===== src/hw/rtl/iupx_pkg.sv =====
// Shared types and constants of the ident reply username extractor.
`default_nettype none
package iupx_pkg;

    localparam int MAX_REPLY  = 128;
    localparam int BCNT_W     = $clog2(MAX_REPLY + 1);
    localparam int LIMIT_W    = 5;
    localparam logic [LIMIT_W-1:0] LIMIT_RESET = 5'd10;

    localparam int FIFO_DEPTH = 4;
    localparam int FPTR_W     = $clog2(FIFO_DEPTH);
    localparam int FCNT_W     = $clog2(FIFO_DEPTH + 1);

    localparam logic [7:0] CH_NUL   = 8'h00;
    localparam logic [7:0] CH_TAB   = 8'h09;
    localparam logic [7:0] CH_CR    = 8'h0D;
    localparam logic [7:0] CH_SPACE = 8'h20;
    localparam logic [7:0] CH_PLUS  = 8'h2B;
    localparam logic [7:0] CH_COMMA = 8'h2C;
    localparam logic [7:0] CH_MINUS = 8'h2D;
    localparam logic [7:0] CH_ZERO  = 8'h30;
    localparam logic [7:0] CH_NINE  = 8'h39;
    localparam logic [7:0] CH_COLON = 8'h3A;
    localparam logic [7:0] CH_AT    = 8'h40;
    localparam logic [7:0] CH_LBRK  = 8'h5B;
    localparam logic [7:0] CH_CARET = 8'h5E;
    localparam logic [7:0] CH_TILDE = 8'h7E;
    localparam logic [7:0] CH_U     = 8'h55;

    localparam logic KIND_USER   = 1'b0;
    localparam logic KIND_STATUS = 1'b1;

    typedef enum logic [2:0] {
        PH_FIRST  = 3'd0,
        PH_SECOND = 3'd1,
        PH_THIRD  = 3'd2,
        PH_COPY   = 3'd3,
        PH_STOP   = 3'd4,
        PH_REJECT = 3'd5
    } t_phase;

    typedef enum logic [1:0] {
        NS_WS   = 2'd0,
        NS_SIGN = 2'd1,
        NS_DIG  = 2'd2,
        NS_DONE = 2'd3
    } t_numst;

    typedef struct packed {
        t_numst stage;
        logic   nz;
    } t_num_res;

    typedef struct packed {
        logic       kind;
        logic [7:0] user_byte;
        logic       success;
    } t_result;

    typedef struct packed {
        logic [1:0] count;
        t_result    first;
        t_result    second;
    } t_push;

endpackage
`default_nettype wire


===== src/hw/rtl/iupx_parser.sv =====
// Reply parsing state and per-beat result generation.
`default_nettype none
module iupx_parser (
    input  wire logic                         i_clk,
    input  wire logic                         i_rst_n,
    input  wire logic                         i_advance,
    input  wire logic [7:0]                   i_byte,
    input  wire logic                         i_last,
    input  wire logic [iupx_pkg::LIMIT_W-1:0] i_user_limit,
    output iupx_pkg::t_push                   o_push
);

    iupx_pkg::t_phase                  r_phase, n_phase;
    iupx_pkg::t_numst                  r_numst, n_numst;
    logic                              r_comma, n_comma;
    logic                              r_rnz, n_rnz;
    logic                              r_lnz, n_lnz;
    logic [2:0]                        r_match, n_match;
    logic                              r_kwf, n_kwf;
    logic                              r_lskip, n_lskip;
    logic [iupx_pkg::LIMIT_W-1:0]      r_copied, n_copied;
    logic                              r_ended, n_ended;
    logic [iupx_pkg::BCNT_W-1:0]       r_bcount, n_bcount;

    function automatic logic is_ws(input logic [7:0] c);
        is_ws = (c inside {iupx_pkg::CH_SPACE, [iupx_pkg::CH_TAB:iupx_pkg::CH_CR]});
    endfunction

    function automatic logic [7:0] kw_char(input logic [2:0] idx);
        case (idx)
            3'd0:    kw_char = 8'h55;
            3'd1:    kw_char = 8'h53;
            3'd2:    kw_char = 8'h45;
            3'd3:    kw_char = 8'h52;
            3'd4:    kw_char = 8'h49;
            3'd5:    kw_char = 8'h44;
            default: kw_char = iupx_pkg::CH_NUL;
        endcase
    endfunction

    function automatic iupx_pkg::t_num_res num_step(input iupx_pkg::t_numst st,
                                                    input logic [7:0] c);
        iupx_pkg::t_num_res r;
        logic               dig;
        r.stage = st;
        r.nz    = 1'b0;
        dig     = (c inside {[iupx_pkg::CH_ZERO:iupx_pkg::CH_NINE]});
        case (st)
            iupx_pkg::NS_WS, iupx_pkg::NS_SIGN, iupx_pkg::NS_DIG: begin
                if (st == iupx_pkg::NS_WS && is_ws(c)) begin
                    r.stage = st;
                end else if (st == iupx_pkg::NS_WS &&
                             (c == iupx_pkg::CH_PLUS || c == iupx_pkg::CH_MINUS)) begin
                    r.stage = iupx_pkg::NS_SIGN;
                end else if (dig) begin
                    r.stage = iupx_pkg::NS_DIG;
                    r.nz    = (c != iupx_pkg::CH_ZERO);
                end else begin
                    r.stage = iupx_pkg::NS_DONE;
                end
            end
            default: r.stage = st;
        endcase
        num_step = r;
    endfunction

    iupx_pkg::t_num_res nres;
    logic               user_hit;
    logic               ok;
    iupx_pkg::t_result  user_res, stat_res;

    always_comb begin
        n_phase  = r_phase;
        n_numst  = r_numst;
        n_comma  = r_comma;
        n_rnz    = r_rnz;
        n_lnz    = r_lnz;
        n_match  = r_match;
        n_kwf    = r_kwf;
        n_lskip  = r_lskip;
        n_copied = r_copied;
        n_ended  = r_ended;
        n_bcount = r_bcount;
        user_hit = 1'b0;
        nres     = num_step(r_numst, i_byte);
        ok       = r_comma && r_rnz && r_lnz && r_kwf;

        if (i_advance && !r_ended && r_bcount < iupx_pkg::BCNT_W'(iupx_pkg::MAX_REPLY)) begin
            n_bcount = r_bcount + 1'b1;
            if (i_byte == iupx_pkg::CH_NUL) begin
                n_ended = 1'b1;
            end else begin
                case (r_phase)
                    iupx_pkg::PH_FIRST: begin
                        if (i_byte == iupx_pkg::CH_COLON) begin
                            n_phase = iupx_pkg::PH_SECOND;
                        end else if (i_byte == iupx_pkg::CH_COMMA && !r_comma) begin
                            n_comma = 1'b1;
                            n_numst = iupx_pkg::NS_WS;
                        end else begin
                            n_numst = nres.stage;
                            if (r_comma) begin
                                n_lnz = r_lnz | nres.nz;
                            end else begin
                                n_rnz = r_rnz | nres.nz;
                            end
                        end
                    end
                    iupx_pkg::PH_SECOND: begin
                        if (i_byte == iupx_pkg::CH_COLON) begin
                            n_phase = iupx_pkg::PH_THIRD;
                        end else if (!r_kwf) begin
                            if (i_byte == kw_char(r_match)) begin
                                if (r_match == 3'd5) begin
                                    n_kwf   = 1'b1;
                                    n_match = 3'd0;
                                end else begin
                                    n_match = r_match + 3'd1;
                                end
                            end else begin
                                n_match = (i_byte == iupx_pkg::CH_U) ? 3'd1 : 3'd0;
                            end
                        end
                    end
                    iupx_pkg::PH_THIRD: begin
                        if (i_byte == iupx_pkg::CH_COLON) begin
                            n_phase = ok ? iupx_pkg::PH_COPY : iupx_pkg::PH_REJECT;
                        end
                    end
                    iupx_pkg::PH_COPY: begin
                        if (!(r_lskip && (i_byte == iupx_pkg::CH_TILDE ||
                                          i_byte == iupx_pkg::CH_CARET))) begin
                            n_lskip = 1'b0;
                            if (r_copied >= i_user_limit || i_byte == iupx_pkg::CH_AT) begin
                                n_phase = iupx_pkg::PH_STOP;
                            end else if (!is_ws(i_byte) && i_byte != iupx_pkg::CH_COLON &&
                                         i_byte != iupx_pkg::CH_LBRK) begin
                                user_hit = 1'b1;
                                n_copied = r_copied + 1'b1;
                                if ({1'b0, r_copied} + 6'd1 >= {1'b0, i_user_limit}) begin
                                    n_phase = iupx_pkg::PH_STOP;
                                end
                            end
                        end
                    end
                    default: begin
                    end
                endcase
            end
        end

        user_res.kind      = iupx_pkg::KIND_USER;
        user_res.user_byte = i_byte;
        user_res.success   = 1'b0;
        stat_res.kind      = iupx_pkg::KIND_STATUS;
        stat_res.user_byte = 8'd0;
        stat_res.success   = (n_phase == iupx_pkg::PH_COPY || n_phase == iupx_pkg::PH_STOP);

        o_push.count  = 2'd0;
        o_push.first  = stat_res;
        o_push.second = stat_res;
        if (i_advance) begin
            if (user_hit) begin
                o_push.first = user_res;
                o_push.count = i_last ? 2'd2 : 2'd1;
            end else if (i_last) begin
                o_push.count = 2'd1;
            end
        end

        if (i_advance && i_last) begin
            n_phase  = iupx_pkg::PH_FIRST;
            n_numst  = iupx_pkg::NS_WS;
            n_comma  = 1'b0;
            n_rnz    = 1'b0;
            n_lnz    = 1'b0;
            n_match  = 3'd0;
            n_kwf    = 1'b0;
            n_lskip  = 1'b1;
            n_copied = '0;
            n_ended  = 1'b0;
            n_bcount = '0;
        end
    end

    always_ff @(posedge i_clk) begin
        if (!i_rst_n) begin
            r_phase  <= iupx_pkg::PH_FIRST;
            r_numst  <= iupx_pkg::NS_WS;
            r_comma  <= 1'b0;
            r_rnz    <= 1'b0;
            r_lnz    <= 1'b0;
            r_match  <= 3'd0;
            r_kwf    <= 1'b0;
            r_lskip  <= 1'b1;
            r_copied <= '0;
            r_ended  <= 1'b0;
            r_bcount <= '0;
        end else begin
            r_phase  <= n_phase;
            r_numst  <= n_numst;
            r_comma  <= n_comma;
            r_rnz    <= n_rnz;
            r_lnz    <= n_lnz;
            r_match  <= n_match;
            r_kwf    <= n_kwf;
            r_lskip  <= n_lskip;
            r_copied <= n_copied;
            r_ended  <= n_ended;
            r_bcount <= n_bcount;
        end
    end

endmodule
`default_nettype wire


===== src/hw/rtl/iupx_res_fifo.sv =====
// Result queue: takes up to two results a cycle, delivers one beat a cycle unless stalled.
`default_nettype none
module iupx_res_fifo (
    input  wire logic              i_clk,
    input  wire logic              i_rst_n,
    input  wire iupx_pkg::t_push   i_push,
    output logic                   o_room2,
    output logic                   o_valid,
    input  wire logic              i_stall,
    output iupx_pkg::t_result      o_res
);

    iupx_pkg::t_result                 r_mem [iupx_pkg::FIFO_DEPTH];
    logic [iupx_pkg::FPTR_W-1:0]       r_wr_ptr, n_wr_ptr;
    logic [iupx_pkg::FPTR_W-1:0]       r_rd_ptr, n_rd_ptr;
    logic [iupx_pkg::FCNT_W-1:0]       r_count, n_count;
    logic                              pop;
    logic [iupx_pkg::FPTR_W-1:0]       wr_ptr2;

    assign o_valid = (r_count != '0);
    assign o_res   = r_mem[r_rd_ptr];
    assign o_room2 = (r_count <= iupx_pkg::FCNT_W'(iupx_pkg::FIFO_DEPTH - 2));
    assign pop     = o_valid && !i_stall;
    assign wr_ptr2 = r_wr_ptr + 1'b1;

    always_comb begin
        n_wr_ptr = r_wr_ptr + iupx_pkg::FPTR_W'(i_push.count);
        n_rd_ptr = r_rd_ptr + iupx_pkg::FPTR_W'(pop);
        n_count  = r_count + iupx_pkg::FCNT_W'(i_push.count) - iupx_pkg::FCNT_W'(pop);
    end

    always_ff @(posedge i_clk) begin
        if (i_push.count != 2'd0) begin
            r_mem[r_wr_ptr] <= i_push.first;
        end
        if (i_push.count == 2'd2) begin
            r_mem[wr_ptr2] <= i_push.second;
        end
    end

    always_ff @(posedge i_clk) begin
        if (!i_rst_n) begin
            r_wr_ptr <= '0;
            r_rd_ptr <= '0;
            r_count  <= '0;
        end else begin
            r_wr_ptr <= n_wr_ptr;
            r_rd_ptr <= n_rd_ptr;
            r_count  <= n_count;
        end
    end

endmodule
`default_nettype wire


===== src/hw/rtl/ident_reply_username_extractor_top.sv =====
// Top level of the ident reply username extractor.
//
// Input channel: one reply byte per beat (i_reply_byte, i_last marks the
// final byte of a reply). Output channel: one result per beat; o_kind 0 is
// a username character in o_user_byte, o_kind 1 is the status of the reply
// in o_success and always closes that reply's results.
// The limit register (i_cfg_wr_en, i_cfg_wr_data) sets the most username
// characters copied; write it only while no reply is in flight.
// A taken beat waits in the input register until the result queue has room
// for two results, then is parsed and its results queued. Throughput:
// one byte per cycle while the queue has that room; the reply's parse state
// is updated by a single logic step between the input register and queue.
// A final byte that also yields a username character produces two results
// and so needs two output beats; the four-entry result queue absorbs this
// and o_in_stall rises only when it cannot take two more results.
// Reset (synchronous, active low) empties the queue, clears the parse
// state and sets the limit to 10. A stalling receiver holds the offered
// result unchanged; input keeps flowing until the queue cannot take two more.
`default_nettype none
module ident_reply_username_extractor_top (
    input  wire logic                         i_clk,
    input  wire logic                         i_rst_n,
    input  wire logic                         i_in_valid,
    output logic                              o_in_stall,
    input  wire logic [7:0]                   i_reply_byte,
    input  wire logic                         i_last,
    output logic                              o_out_valid,
    input  wire logic                         i_out_stall,
    output logic                              o_kind,
    output logic [7:0]                        o_user_byte,
    output logic                              o_success,
    input  wire logic                         i_cfg_wr_en,
    input  wire logic [iupx_pkg::LIMIT_W-1:0] i_cfg_wr_data
);

    logic                         r_in_valid;
    logic [7:0]                   r_in_byte;
    logic                         r_in_last;
    logic [iupx_pkg::LIMIT_W-1:0] r_user_limit;
    logic                         room2;
    logic                         advance;
    iupx_pkg::t_push              push;
    iupx_pkg::t_result            res;

    assign advance    = r_in_valid && room2;
    assign o_in_stall = r_in_valid && !room2;

    always_ff @(posedge i_clk) begin
        if (!i_rst_n) begin
            r_in_valid   <= 1'b0;
            r_user_limit <= iupx_pkg::LIMIT_RESET;
        end else begin
            if (i_in_valid && !o_in_stall) begin
                r_in_valid <= 1'b1;
            end else if (advance) begin
                r_in_valid <= 1'b0;
            end
            if (i_cfg_wr_en) begin
                r_user_limit <= i_cfg_wr_data;
            end
        end
    end

    always_ff @(posedge i_clk) begin
        if (i_in_valid && !o_in_stall) begin
            r_in_byte <= i_reply_byte;
            r_in_last <= i_last;
        end
    end

    iupx_parser u_parser (
        .i_clk        (i_clk),
        .i_rst_n      (i_rst_n),
        .i_advance    (advance),
        .i_byte       (r_in_byte),
        .i_last       (r_in_last),
        .i_user_limit (r_user_limit),
        .o_push       (push)
    );

    iupx_res_fifo u_fifo (
        .i_clk   (i_clk),
        .i_rst_n (i_rst_n),
        .i_push  (push),
        .o_room2 (room2),
        .o_valid (o_out_valid),
        .i_stall (i_out_stall),
        .o_res   (res)
    );

    assign o_kind      = res.kind;
    assign o_user_byte = res.user_byte;
    assign o_success   = res.success;

endmodule
`default_nettype wire

===== config.mk =====
export PLATFORM = sky130hd
export DESIGN_NAME = ident_reply_username_extractor_top
export DESIGN_NICKNAME = d
export VERILOG_FILES = /design/src/hw/rtl/iupx_pkg.sv /design/src/hw/rtl/iupx_parser.sv /design/src/hw/rtl/iupx_res_fifo.sv /design/src/hw/rtl/ident_reply_username_extractor_top.sv
export SDC_FILE = /design/constraint.sdc
export NUM_CORES = 1
export LEC_CHECK = 0
export BUFFER_PORTS_ARGS = -buffer_cell sky130_fd_sc_hd__buf_2
export CELL_PAD_IN_SITES_DETAIL_PLACEMENT = 0
export CELL_PAD_IN_SITES_GLOBAL_PLACEMENT = 1
export CORE_MARGIN = 2
export CORE_UTILIZATION = 48
export CTS_CLUSTER_DIAMETER = 30
export DETAILED_ROUTE_END_ITERATION = 8
export PLACE_DENSITY = 0.85
export REMOVE_ABC_BUFFERS = 1
export SLEW_MARGIN = 20
export SYNTH_ARGS = -nofsm -noshare
export SYNTH_HDL_FRONTEND = slang
export SYNTH_SLANG_ARGS = --single-unit
export TNS_END_PERCENT = 1

===== constraint.sdc =====
create_clock -name i_clk -period 5.25 [get_ports i_clk]
set_input_delay 0.525 -clock i_clk [delete_from_list [all_inputs] [get_ports i_clk]]
set_output_delay 0.525 -clock i_clk [all_outputs]
set_load 0.02 [all_outputs]

# Yosys cells after proc, flatten, opt, wreduce, memory -nomap -nowiden
# Memories as Yosys holds them, arrays and structs flattened. A register that Yosys moved wholly into a read port is not among the register bits.
# Index checks and enable logic that the tools add are counted.
[classes]
add_sub_neg = 9
multipliers = 0
div_mod_pow = 0
n_lt_le_gt_ge = 8
n_eq_ne = 27
n_shift = 0
mux = 50
bitwise_logic = 10
reduce_logical = 48
[ops]
columns = ["op", "n"]
rows = [
  ["$pmux W7 S6", 1],
  ["$eq A8 B6 Y1 const B", 5],
  ["$mux W8", 5],
  ["$mux W3", 12],
  ["$eq A8 B7 Y1 const B", 4],
  ["$reduce_and A6 Y1", 4],
  ["$mux W1", 22],
  ["$logic_and A1 B1 Y1", 18],
  ["$ne A8 B6 Y1 const B", 2],
  ["$eq A3 B2 Y1 const B", 5],
  ["$mux W2", 7],
  ["$mux W12", 1],
  ["$pmux W3 S4", 1],
  ["$mux W10", 1],
  ["$reduce_and A5 Y1", 2],
  ["$eq A3 B3 Y1 const B", 3],
  ["$add A8 B1 Y8 const B", 1],
  ["$eq A8 B8 Y1", 1],
  ["$ge A8 B4 Y1 const B", 1],
  ["$ge A8 B6 Y1 const B", 1],
  ["$le A8 B4 Y1 const B", 1],
  ["$le A8 B6 Y1 const B", 1],
  ["$logic_not A8 Y1", 1],
  ["$lt A8 B8 Y1 const B", 1],
  ["28 further kinds", 51],
]
[totals]
register_bits = 49
latch_bits = 0
mem_bits_rw = 40
mem_bits_ro = 0
inputBits = 19
output_inout_bits = 12
elab_cells = 171
n_memories = 1
[mem_list]
columns = ["name", "words", "width", "rd", "rd_ports_with_merged_regs", "write_ports", "line", "text"]
rows = [
  ["u_fifo.r_mem", 4, 10, 1, 1, 2, "iupx_res_fifo.sv:13", "iupx_pkg::t_result r_mem [iupx_pkg::FIFO_DEPTH];"],
]

# Logic depth before layout (Yosys ltp)
# Gate-level depths: netlist (run 1).
[logic_depth]
ltp_word = 19
mapped_depth = 16
ltp_nobuf = 16

# By module
# From an unflattened synthesis (run 1), not the netlist that was laid out.
[hier_totals]
hier_cells = 454
hier_area_um2 = 5056.1
[by_module_without_submodules]
columns = ["module", "instances", "cells_each", "area_each_um2"]
rows = [
  ["iupx_res_fifo", 1, 144, 2349.8],
  ["iupx_parser", 1, 280, 2199.6],
  ["ident_reply_username_extractor_top", 1, 30, 506.7],
]

# Worst setup path after synthesis (run 1)
# Ideal clock, no wire load.
[synth_path]
path_kind = "flip-flop to flip-flop"
from = "register r_in_byte[0]"
to = "register u_fifo.r_count[2] (netlist name)"
setup_time_ns = 0.115
arrival_time_ns = 3.344
slack_ns = 1.791
path_stages_with_launch = 16
path_buffers = 1
synth_period_minus_slack_ns = 3.459
cell_sequence = "edfxtp_1 > buf_6 > or4b_2 > a21oi_2 > or3_4 > nor3_4 > ha_1 > and3_1 > inv_1 > ha_1 > inv_1 > ha_1 > fa_1 > xnor2_1 > xnor2_1 > and2_1"
[synth_between]
elab_chain_cells = 16
word_cells_on_any_way = 27
[synth_lines]
columns = ["element", "line", "text"]
rows = [
  ["start, declared", "ident_reply_username_extractor_top.sv:37", "logic [7:0] r_in_byte;"],
  ["start signal, assigned", "ident_reply_username_extractor_top.sv:66", "r_in_byte <= i_reply_byte;"],
  ["$ge A8 B4 Y1 / $le A8 B4 Y1 (equally long branches)", "iupx_parser.sv:26", "is_ws = (c inside {iupx_pkg::CH_SPACE, [iupx_pkg::CH_TAB:iupx_pkg::CH_CR]});"],
  ["$logic_and A1 B1 Y1", "iupx_parser.sv:26", ""],
  ["$reduce_bool A2 Y1", "iupx_parser.sv:26", ""],
  ["$logic_not A1 Y1", "iupx_parser.sv:136", "end else if (!is_ws(i_byte) && i_byte != iupx_pkg::CH_COLON &&"],
  ["$logic_and A1 B1 Y1 (2 in series)", "iupx_parser.sv:136", ""],
  ["$mux W1", "iupx_parser.sv:136", ""],
  ["$mux W1", "iupx_parser.sv:134", "if (r_copied >= i_user_limit || i_byte == iupx_pkg::CH_AT) begin"],
  ["$mux W1", "iupx_parser.sv:131", "if (!(r_lskip && (i_byte == iupx_pkg::CH_TILDE ||"],
  ["$mux W1", "iupx_parser.sv:93", "case (r_phase)"],
  ["$mux W1 (*)", "iupx_parser.sv:90", "if (i_byte == iupx_pkg::CH_NUL) begin"],
  ["$mux W1 (*)", "iupx_parser.sv:88", "if (i_advance && !r_ended && r_bcount < iupx_pkg::BCNT_W'(iupx_pkg::MAX_REPLY)) begin"],
  ["$mux W2 (*)", "iupx_parser.sv:163", "if (user_hit) begin"],
  ["$mux W12 (*)", "iupx_parser.sv:162", "if (i_advance) begin"],
  ["$add A3 B2 Y3 (*)", "iupx_res_fifo.sv:29", "n_count = r_count + iupx_pkg::FCNT_W'(i_push.count) - iupx_pkg::FCNT_W'(pop);"],
  ["$sub A3 B1 Y3 (*)", "iupx_res_fifo.sv:29", ""],
  ["end signal, assigned", "iupx_res_fifo.sv:49", "r_count <= n_count;"],
  ["end, declared", "iupx_res_fifo.sv:16", "logic [iupx_pkg::FCNT_W-1:0] r_count, n_count;"],
]
# Every way passes the cells marked *; elsewhere a longest branch is shown, timed or not.
# A chain may end at the register's enable or synchronous reset.

# Worst setup path after layout (run 1)
[layout_path]
from = "register r_in_byte[1]"
to = "register u_fifo.r_count[2] (netlist name)"
# The elaborated chain is that of the path after synthesis.

==> results of run 1 <==
## where the power goes
group	switching, W	leakage [nW]	internal, W
clock network	0.000271	0.103	0.000229
registers	0.0000666	0.743	0.000723
logic	0.000108	1.08	0.0000990
## per-stage QoR
step	utilization (%)	area (µm²)	power, W	cells
finish	52.9	4870	0.00150	590
CTS	52.9	4870	0.00151	590
detailed placement	50.7	4660	0.00101	574
global route	52.9	4870	0.00157	590
global placement	50.7	4660	0.00101	574
floorplan	-	4370	0.000943	433
## worst max-delay path by stage
stage | start | to | cells after the start
3_3_place_gp | r_in_byte[1] | u_fifo.r_count[2] | 14
5_1_grt | r_in_byte[1] | u_fifo.r_count[2] | 14
4_1_cts | r_in_byte[1] | u_fifo.r_count[2] | 14
2_1_floorplan | r_in_byte[1] | u_fifo.r_count[2] | 14
3_5_place_dp | r_in_byte[1] | u_fifo.r_count[2] | 14
6_report | r_in_byte[1] | u_fifo.r_count[2] | 14
## critical path, cell delays in order (launching register included)
cell,delay [ns]
edfxtp_1,0.67
or4b_2,0.78
a21oi_2,0.17
or3_4,0.16
nor3_4,0.07
ha_1,0.41
and3_1,0.22
inv_1,0.05
ha_1,0.27
inv_1,0.04
ha_1,0.20
fa_1,0.38
xnor2_1,0.15
xnor2_1,0.12
and2_1,0.15
## cell usage in the layout, fill, tap and decap left out, types with 10 or more instances in the layout
master	synthesis	layout
nor2b_1	12	12
o21ai_0	14	14
a22o_1	32	32
mux4_2	10	10
nor2_1	45	45
a21oi_1	20	20
edfxtp_1	13	13
and2_1	11	11
inv_1	23	23
nand2_1	20	20
xor2_1	10	10
nand4_1	10	10
ha_1	19	19
dfxtp_1	76	76
buf_2	6	30
## registers in the layout, summed over array words and instances (netlist names), 2 cells and up
name / count
r_user_limit: 5
u_fifo.r_count: 3
u_fifo.r_wr_ptr: 2
u_fifo.r_mem: 40
r_in_byte: 8
u_parser.r_phase: 3
u_parser.r_numst: 2
u_fifo.r_rd_ptr: 2
u_parser.r_match: 3
u_parser.r_bcount: 8
u_parser.r_copied: 5
## layout make-up
cell class                 instances  area share, %
sequential                        89           39.3
inverter                          24           1.85
clock buffer                       9           2.54
clock inverter                     7           1.67
multi-input combinational        320           48.7
tap                              111           2.85
timing repair buffer              30           3.08
## per-layer routing
layer / vias up / GRT usage [%]
met5: - / 0
met2: 66 / 32.4
met1: 1644 / 25.9
li1: 1716 / -
met4: 0 / 6.24
met3: 15 / 3.54
## logic make-up after synthesis
group	synth area share [%]
muxes	6.43
AOI/OAI and AO/OA	16.8
buffers and inverters	5.07
xor gates and xnor gates	3.30
and+or+nand+nor	20.3
DFF	42.4
adders and majority gates	5.71
==> results.md, run 1 <==
* Drt total wl at 9430 µm
* Slew Viols, Final at 0
* Critical path class: reg2reg
* DRC viols at 0
* Global-route wire length before repair at 15900 µm
* Drt wl/cell at 16.0 µm
* Commonest cells post-synth: dfxtp_1, nor2_1, a22o_1, inv_1
* Ant diodes at 0
* Synth area leaders: dfxtp_1, edfxtp_1, a22o_1, ha_1, mux4_2
* DRT iter0 DRCs at 232
* CTS tree: built
* Met2 WL at 4500 µm
* R2R cell count at 14
* Clock Latency Late Sink at 0.36 ns
* Final setup fails at 0
* Metal-1 WL at 4440 µm
* Setup ws final at 1.31 ns
* FILL cells at 844
* Initial antenna violation count at 0
* EDFF count, synth at 13
* CP Max Fanout at 20
* Multi-input logic area at 0.00237 mm²
* Via-per-instance ratio at 5.83
* Worst Tran Pin Value at 0.910 ns
* Cell leakage power at 1.92 nW
* Gr usage total at 19.5%
* Vias at 3441
* Initial Utilization at 49.1%
* Num CTS Buffers at 9
* Vias in the first global route at 3298
* Chip width at 101 µm
* Final min period at 3.94 ns
* Die height at 101 µm
* Element type at the critical path start: flop
* Highest Clock Rate at 0.253 GHz
* Synthesized area at 0.00451 mm²
* Yosys cell types at 66
* Ys flop type: dfxtp_1
* Synth top area share at 33.7%
* Critical path required time at 5.51 ns
* H-tree levels at 3
* Hold Buf Count CTS at 0
* Number of setup buffers added after CTS at 0
* Setup TNS Final at 0 ns
* Tightest Hold Check Type: in2reg
* DP Worst Slack at 1.34 ns
* Fin Clk Skew at 0.0134 ns
* Maximum vdd drop at 0.131 mV
* Die area at 0.0102 mm²
* Top-count cell post-synth: dfxtp_1
* MaxCap Viol Count at 0
* FF/Latch Area at 0.00191 mm²
* Asr flop ratio synth at 0%
* Routed length on met3 at 324 µm
* Launching point of the worst reg2reg path: r_in_byte[1]
* Rows at 35
* Post_cts resized at 0
* RSZ-0062 raised after global routing: no
* CP arrival at 4.21 ns
* Clk Tree Root Cell: clkbuf_8
* Fraction of layout instances using a drive strength above 1 at 15.0%
* Clock transition at path regs at 0.10 ns
* Top sig layer: met4
* Period utilization at 75.1%
* R2r setup slk at 1.31 ns
* Clock sinks at 89
* Worst r2r dst: u_fifo.r_count[2]
* Top Ports at 31
* Layout Area Growth over Synthesis at 7.87%
* DP Wirelength at 6610 µm
* Global route overflow at 0
* Avg Inst Size Synth at 9.79 µm²
* Hold path depth at 1
* Seq cells post-synth at 89
* Final Hold Fails at 0
* Synth area leader: dfxtp_1
* PD cells at 307 mW/mm²
* Pin count of the biggest net entering global routing at 28
* Worst Hold Slack at 0.329 ns
* Synth Instances at 461
* I/O Buffers at 30
* Sequential share of the synthesized area at 42.4%
* GPL Wtd Cong at 0.883
* Clock buffer depth at 2
* Hold Path End: r_in_byte[3]
* Nets@finish at 513
* Rel. slew slack at 39.2%
* DRT Pass-1 Iters at 4
* Status: finished clean
* Post-DRT Antenna Nets at 0
* Core area at 0.00920 mm²
* Ys Warns at 0
* Critical path capture point type: flop
* HP Start: i_reply_byte[3]
(Power assumes the default switching activity.)
==> run 2, diff against run 1 <==
--- a/config.mk
+++ b/config.mk
@@ -5,14 +5,15 @@
 export SDC_FILE = /design/constraint.sdc
 export NUM_CORES = 1
 export LEC_CHECK = 0
+export ABC_AREA = 1
 export BUFFER_PORTS_ARGS = -buffer_cell sky130_fd_sc_hd__buf_2
 export CELL_PAD_IN_SITES_DETAIL_PLACEMENT = 0
 export CELL_PAD_IN_SITES_GLOBAL_PLACEMENT = 1
 export CORE_MARGIN = 2
-export CORE_UTILIZATION = 48
+export CORE_UTILIZATION = 44
 export CTS_CLUSTER_DIAMETER = 30
 export DETAILED_ROUTE_END_ITERATION = 8
-export PLACE_DENSITY = 0.85
+export PLACE_DENSITY = 0.84
 export REMOVE_ABC_BUFFERS = 1
 export SLEW_MARGIN = 20
 export SYNTH_ARGS = -nofsm -noshare
==> constraint.sdc (replaced) <==
create_clock -name i_clk -period 3.65 [get_ports i_clk]
set_input_delay 0.365 -clock i_clk [delete_from_list [all_inputs] [get_ports i_clk]]
set_output_delay 0.365 -clock i_clk [all_outputs]
set_load 0.02 [all_outputs]
==> results.md, run 2 <==
* CP top delay family: adder cells (was simple AND/OR/NAND/NOR gates)
* Most frequent cells in the layout: nand2_1, inv_1, dfxtp_1 (was dfxtp_1, nor2_1, a22o_1)
* Critical path required time at 3.92 ns (was 5.51 ns)
* DRT iter0 DRCs at 198 (was 232)
* Tightest Hold Check Type: in2reg (unchanged)
* Slew Viols, Final at 0 (unchanged)
* Element type at the critical path start: flop (unchanged)
* Period utilization at 91.8% (was 75.1%)
* Post_cts resized at 0 (unchanged)
* Max reg flops at 40 (unchanged)
* Highest Clock Rate at 0.298 GHz (was 0.253 GHz)
* DRT Pass-1 Iters at 4 (unchanged)
* Ant diodes at 0 (unchanged)
* Hold Path End: r_in_last (was r_in_byte[3])
* Critical path capture point type: flop (unchanged)
* Synth Instances at 638 (was 461)
* Clk Tree Root Cell: clkbuf_8 (unchanged)
* Global-route wire length before repair at 18600 µm (was 15900 µm)
* Pin count of the biggest net entering global routing at 30 (was 28)
* Vias at 4059 (was 3441)
* Fraction of layout instances using a drive strength above 1 at 14.6% (was 15.0%)
* DP Wirelength at 7660 µm (was 6610 µm)
* DRC viols at 0 (unchanged)
* Cell leakage power at 2.47 nW (was 1.92 nW)
* Synthesized area at 0.00465 mm² (was 0.00451 mm²)
* CTS tree: built (unchanged)
* Clock Latency Late Sink at 0.38 ns (was 0.36 ns)
* Seq cells post-synth at 89 (unchanged)
* Post-DRT Antenna Nets at 0 (unchanged)
* Status: finished clean (unchanged)
* Number of setup buffers added after CTS at 0 (unchanged)
* Clock buffer depth at 2 (unchanged)
* Layout Area Growth over Synthesis at 10.6% (was 7.87%)
* RSZ-0062 raised after global routing: no (unchanged)
* Rows at 37 (was 35)
* Fin Clk Skew at 0.0146 ns (was 0.0134 ns)
* CP Max Fanout at 7 (was 20)
* Worst Hold Slack at 0.160 ns (was 0.329 ns)
* Nets@finish at 706 (was 513)
* Largest regs: u_fifo.r_mem (40), r_in_byte (8), u_parser.r_bcount (8) (unchanged)
* Drt total wl at 10500 µm (was 9430 µm)
* Global route overflow at 0 (unchanged)
* Maximum vdd drop at 0.256 mV (was 0.131 mV)
* Synth top area share at 32.7% (was 33.7%)
* Launching point of the worst reg2reg path: r_in_byte[6] (was r_in_byte[1])
* Core area at 0.0103 mm² (was 0.00920 mm²)
* R2R cell count at 18 (was 14)
* HP Start: i_last (was i_reply_byte[3])
* R2r setup slk at 0.30 ns (was 1.31 ns)
* Synth area leaders: dfxtp_1, edfxtp_1, nand2_1, inv_1, a21oi_1 (was dfxtp_1, edfxtp_1, a22o_1, ha_1, mux4_2)
* Ys Warns at 0 (unchanged)
* Yosys cell types at 37 (was 66)
* Clock transition at path regs at 0.10 ns (about the same)
* Asr flop ratio synth at 0% (unchanged)
* Drt wl/cell at 13.0 µm (was 16.0 µm)
* Die area at 0.0114 mm² (was 0.0102 mm²)
* GPL Wtd Cong at 0.828 (was 0.883)
* Top-count cell post-synth: nand2_1 (was dfxtp_1)
* Worst r2r dst: u_fifo.r_count[2] (unchanged)
* Worst Tran Pin Value at 0.835 ns (was 0.910 ns)
* FILL cells at 1053 (was 844)
* Initial antenna violation count at 0 (unchanged)
* Hold path depth at 1 (unchanged)
* Clock sinks at 89 (unchanged)
* Commonest cells post-synth: nand2_1, inv_1, dfxtp_1, nor2_1, a21oi_1 (was dfxtp_1, nor2_1, a22o_1, inv_1)
* Setup TNS Final at 0 ns (unchanged)
* Final Hold Fails at 0 (unchanged)
* H-tree levels at 3 (unchanged)
* MaxCap Viol Count at 0 (unchanged)
* CP arrival at 3.62 ns (was 4.21 ns)
* Slowest stage delay, CP at 0.45 ns (was 0.78 ns)
* Final setup fails at 0 (unchanged)
* Gr usage total at 20.5% (was 19.5%)
* Hold Buf Count CTS at 0 (unchanged)
* CP max stage cell: edfxtp_1 (was or4b_2)
* Final min period at 3.35 ns (was 3.94 ns)
* Num CTS Buffers at 9 (unchanged)
* CP cell instances: nor2_2 -> nand3_2 -> nor2_8 -> nor2_2 -> and3_4 -> nand2_4 -> inv_2 -> ha_1 -> inv_1 -> nor2_2 -> inv_1 -> ha_1 -> inv_1 -> ha_1 -> fa_1 -> xor2_1 -> o21ai_0 -> a21oi_1 (was or4b_2 -> a21oi_2 -> or3_4 -> nor3_4 -> ha_1 -> and3_1 -> inv_1 -> ha_1 -> inv_1 -> ha_1 -> fa_1 -> xnor2_1 -> xnor2_1 -> and2_1)
* Initial Utilization at 45.2% (was 49.1%)
* WP buf/inv at 4 (was 2)
* Most common cell after layout, fill and taps aside: nand2_1 (was dfxtp_1)
* Biggest register: u_fifo.r_mem (unchanged)
* Avg Inst Size Synth at 7.28 µm² (was 9.79 µm²)
* Ys flop type: dfxtp_1 (unchanged)
* Critical path class: reg2reg (unchanged)
* EDFF count, synth at 13 (unchanged)
* PD cells at 529 mW/mm² (was 307 mW/mm²)
* Chip width at 107 µm (was 101 µm)
* Top Ports at 31 (unchanged)
* Vias in the first global route at 4055 (was 3298)
* Die height at 107 µm (was 101 µm)
* I/O Buffers at 30 (unchanged)
* Via-per-instance ratio at 5.02 (was 5.83)
* Rel. slew slack at 44.2% (was 39.2%)
* Sequential share of the synthesized area at 41.1% (was 42.4%)
* Synth area leader: dfxtp_1 (unchanged)
run 2: cell count changes in the layout (fill, tap and decap cells not counted), moves of 10 or more:
cell / previous run / this run
o21ai_1: 1 / 22
nor2_2: 1 / 12
nor2_1: 45 / 64
a21oi_1: 20 / 62
and2_1: 11 / 0
o21ai_0: 14 / 56
nor2b_1: 12 / 0
mux4_2: 10 / 0
a22o_1: 32 / 0
nand2_1: 20 / 104
inv_1: 23 / 101
nand3_1: 9 / 22
run 2: metal layers:
| metal | part of all wire, % | GRT usage, % | vias up |
|---|---|---|---|
| met3 | 3.7 | 4.01 | 7 |
| met1 | 47 | 26.5 | 1880 |
| met2 | 48 | 34.7 | 68 |
| met5 | 0 | 0 | - |
| li1 | - | - | 2104 |
| met4 | 1.1 | 6.12 | 0 |
run 2: power breakdown:
group	switching, W	leakage, nW	internal [W]
logic	0.000523	1.62	0.000271
clock network	0.000378	0.104	0.000341
registers	0.0000801	0.739	0.00113
total	0.000981	2.47	0.00174
run 2: logic make-up after synthesis:
family / count (synthesis) / synth area share (%)
XOR/XNOR: 9 / 1.70
AO/OA/AOI/OAI: 147 / 16.3
flip-flops: 89 / 41.1
AND/OR/NAND/NOR: 245 / 24.7
adder cells (fa/ha/maj): 20 / 5.55
buffers and inverters: 128 / 10.7
run 2: worst max path at each step:
stage,slack [ns],end,start,depth (start not counted)
after floorplan,0.38,u_fifo.r_count[2],u_parser.r_copied[0],21
final,0.30,u_fifo.r_count[2],r_in_byte[6],18
after CTS,0.26,u_fifo.r_count[2],r_in_byte[6],18
after global placement,0.38,u_fifo.r_count[2],u_parser.r_copied[0],21
after detailed placement,0.28,u_fifo.r_count[2],r_in_byte[6],18
after global routing,0.02,u_fifo.r_count[2],u_parser.r_copied[0],21
run 2: layout make-up:
class	instances	area (µm²)	share of cell area, %
multi-input cells	421	2240	43.6
flip-flops and latches	89	1910	37.2
inverters	109	409	7.96
repair buffers	37	203	3.94
well taps	136	170	3.31
clock buffers	11	141	2.75
clock inverters	5	62.6	1.22
run 2: per-stage QoR:
stage	power, W	cell area, µm²	setup WS, ns	std cells	utilization (%)
after floorplan	0.00178	4560	0.382	619	-
after global placement	0.00201	4930	0.377	792	48.0
after detailed placement	0.00203	4930	0.276	792	48.0
after CTS	0.00274	5140	0.259	808	50.0
after global routing	0.00292	5140	0.0228	808	50.0
final	0.00272	5140	0.299	808	50.0
==> run 3, diff against run 2 <==
--- a/config.mk
+++ b/config.mk
@@ -5,15 +5,16 @@
 export SDC_FILE = /design/constraint.sdc
 export NUM_CORES = 1
 export LEC_CHECK = 0
-export ABC_AREA = 1
+export ABC_AREA = 0
 export BUFFER_PORTS_ARGS = -buffer_cell sky130_fd_sc_hd__buf_2
 export CELL_PAD_IN_SITES_DETAIL_PLACEMENT = 0
 export CELL_PAD_IN_SITES_GLOBAL_PLACEMENT = 1
 export CORE_MARGIN = 2
-export CORE_UTILIZATION = 44
+export CORE_UTILIZATION = 47
 export CTS_CLUSTER_DIAMETER = 30
 export DETAILED_ROUTE_END_ITERATION = 8
 export PLACE_DENSITY = 0.84
+export RECOVER_POWER = 50
 export REMOVE_ABC_BUFFERS = 1
 export SLEW_MARGIN = 20
 export SYNTH_ARGS = -nofsm -noshare
==> results.md, run 3 (same netlist as run 1, synthesis figures left out) <==
* Element type at the critical path start: flop (unchanged)
* Top sig layer: met4 (unchanged)
* Critical path class: reg2reg (unchanged)
* Clock sinks at 89 (unchanged)
* GPL Wtd Cong at 0.835 (was 0.828)
* Final min period at 3.46 ns (was 3.35 ns)
* Ant diodes at 0 (unchanged)
* Num CTS Buffers at 9 (unchanged)
* Final setup fails at 0 (unchanged)
* Multi-input logic area at 0.00238 mm² (was 0.00224 mm²)
* FILL cells at 865 (was 1053)
* Drt wl/cell at 15.3 µm (was 13.0 µm)
* Die height at 102 µm (was 107 µm)
* Routed length on met3 at 498 µm (was 392 µm)
* Cell leakage power at 1.96 nW (was 2.47 nW)
* Drt total wl at 9610 µm (was 10500 µm)
* Metal-1 WL at 4450 µm (was 4950 µm)
* Clk Tree Root Cell: clkbuf_8 (unchanged)
* Chip width at 102 µm (was 107 µm)
* Maximum vdd drop at 0.223 mV (was 0.256 mV)
* Highest Clock Rate at 0.289 GHz (was 0.298 GHz)
* Combinational Power Share at 16.3% (was 29.2%)
* DP Area at 0.00484 mm² (was 0.00493 mm²)
* Most common cell after layout, fill and taps aside: dfxtp_1 (was nand2_1)
* Global route overflow at 0 (unchanged)
* Global-route wire length before repair at 16000 µm (was 18600 µm)
* Fraction of layout instances using a drive strength above 1 at 15.0% (was 14.6%)
* Rows at 35 (was 37)
* CP Max Fanout at 5 (was 7)
* DP Wirelength at 7050 µm (was 7660 µm)
* Critical path required time at 3.92 ns (about the same)
* Period utilization at 94.8% (was 91.8%)
* Largest regs: u_fifo.r_mem (40), r_in_byte (8), u_parser.r_bcount (8) (unchanged)
* MaxCap Viol Count at 0 (unchanged)
* Sw frac at 31.0% (was 36.1%)
* Tightest Hold Check Type: in2reg (unchanged)
* Fin Clk Skew at 0.0178 ns (was 0.0146 ns)
* Die area at 0.0104 mm² (was 0.0114 mm²)
* Rel. slew slack at 37.7% (was 44.2%)
* Vias at 3509 (was 4059)
* Most frequent cells in the layout: dfxtp_1, nor2_1, a22o_1 (was nand2_1, inv_1, dfxtp_1)
* Core area at 0.00928 mm² (was 0.0103 mm²)
* Critical path capture point type: flop (unchanged)
* Biggest register: u_fifo.r_mem (unchanged)
* Nets@finish at 533 (was 706)
* CTS tree: built (unchanged)
* Max reg flops at 40 (unchanged)
* I/O Buffers at 30 (unchanged)
* Clock transition at path regs at 0.11 ns (was 0.10 ns)
* Clock Latency Late Sink at 0.37 ns (was 0.38 ns)
* Layout Area Growth over Synthesis at 11.0% (was 10.6%)
* Final Hold Fails at 0 (unchanged)
* H-tree levels at 3 (unchanged)
* Post-DRT Antenna Nets at 0 (unchanged)
* Total power at 0.00212 W (was 0.00272 W)
* FF/Latch Area at 0.00191 mm² (unchanged)
* DRT iter0 DRCs at 150 (was 198)
* Initial antenna violation count at 0 (unchanged)
* Clock power frac at 31.6% (was 26.4%)
* CP arrival at 3.73 ns (was 3.62 ns)
* Vias in the first global route at 3344 (was 4055)
* Initial Utilization at 48.6% (was 45.2%)
* PD cells at 424 mW/mm² (was 529 mW/mm²)
* Psw at 0.000658 W (was 0.000981 W)
* Gr usage total at 19.5% (was 20.5%)
* Slew Viols, Final at 0 (unchanged)
* Clock buffer depth at 2 (unchanged)
* DRC viols at 0 (unchanged)
* Final Core Density at 54.0% (was 50.0%)
* Met2 WL at 4500 µm (was 5080 µm)
* Finished Cell Area at 0.00501 mm² (was 0.00514 mm²)
* Pin count of the biggest net entering global routing at 28 (was 30)
* DRT Pass-1 Iters at 4 (unchanged)
* Status: finished clean (unchanged)
* Worst Tran Pin Value at 0.933 ns (was 0.835 ns)
* Top Ports at 31 (unchanged)
* Pint at 0.00147 W (was 0.00174 W)
* Via-per-instance ratio at 5.59 (was 5.02)
* R2r setup slk at 0.19 ns (was 0.30 ns)
* Register share of total power at 52.1% (was 44.4%)
-- run 3: final timing paths --
check,to,cells after the start,from
setup / recovery,u_fifo.r_count[2],14,r_in_byte[6]
setup reg to reg,u_fifo.r_count[2],14,r_in_byte[6]
hold reg to reg,u_fifo.r_mem[1][9],2,u_fifo.r_mem[1][9]
hold / removal,r_in_byte[2],1,i_reply_byte[2]
-- run 3: per-stage QoR --
stage	setup TNS (ns)	cells	worst slack, ns	hold WS [ns]
global route	-0.0214	628	-0.0214	0.154
detailed placement	0	612	0.157	0.439
CTS	0	628	0.140	0.159
global placement	0	612	0.250	0.441
finish	0	628	0.188	0.166
floorplan	0	433	0.0238	0.418
-- run 3: repair_timing --
item	in CTS	in global routing
hold buffers	0	0
buffers inserted	0	0
gates resized for setup	0	2
endpoints found under the setup margin	0	1
-- run 3: final cells by class --
type                       instances  share of cell area [%]
clock inverter                     7                    1.42
inverter                          24                    1.80
timing repair buffer              50                    5.44
sequential                        89                    38.2
clock buffer                       9                    2.47
tap                              129                    3.22
multi-input combinational        320                    47.5
-- run 3: layer usage --
layer	up-vias	global-route usage [%]
li1	1757	-
met5	-	0
met2	78	33.1
met3	14	2.67
met4	0	6.15
met1	1660	26.0
-- run 3: critical path: stages, from the launching register on --
cell	delay, ns
edfxtp_1	0.47
or4b_1	0.62
nor4_2	0.23
or3_4	0.20
nor3_4	0.04
ha_1	0.29
and3_1	0.17
inv_1	0.05
ha_1	0.26
inv_1	0.04
ha_1	0.19
fa_1	0.37
xnor2_1	0.15
xnor2_1	0.12
and2_1	0.15
-- run 3: power by group through the flow --
stage,clock network [W],logic [W],registers (W)
finish,0.000671,0.000345,0.00111
global route,0.000733,0.000390,0.00112
CTS,0.000690,0.000356,0.00111
detailed placement,0,0.000354,0.00113
global placement,0,0.000346,0.00113
floorplan,0,0.000229,0.00113
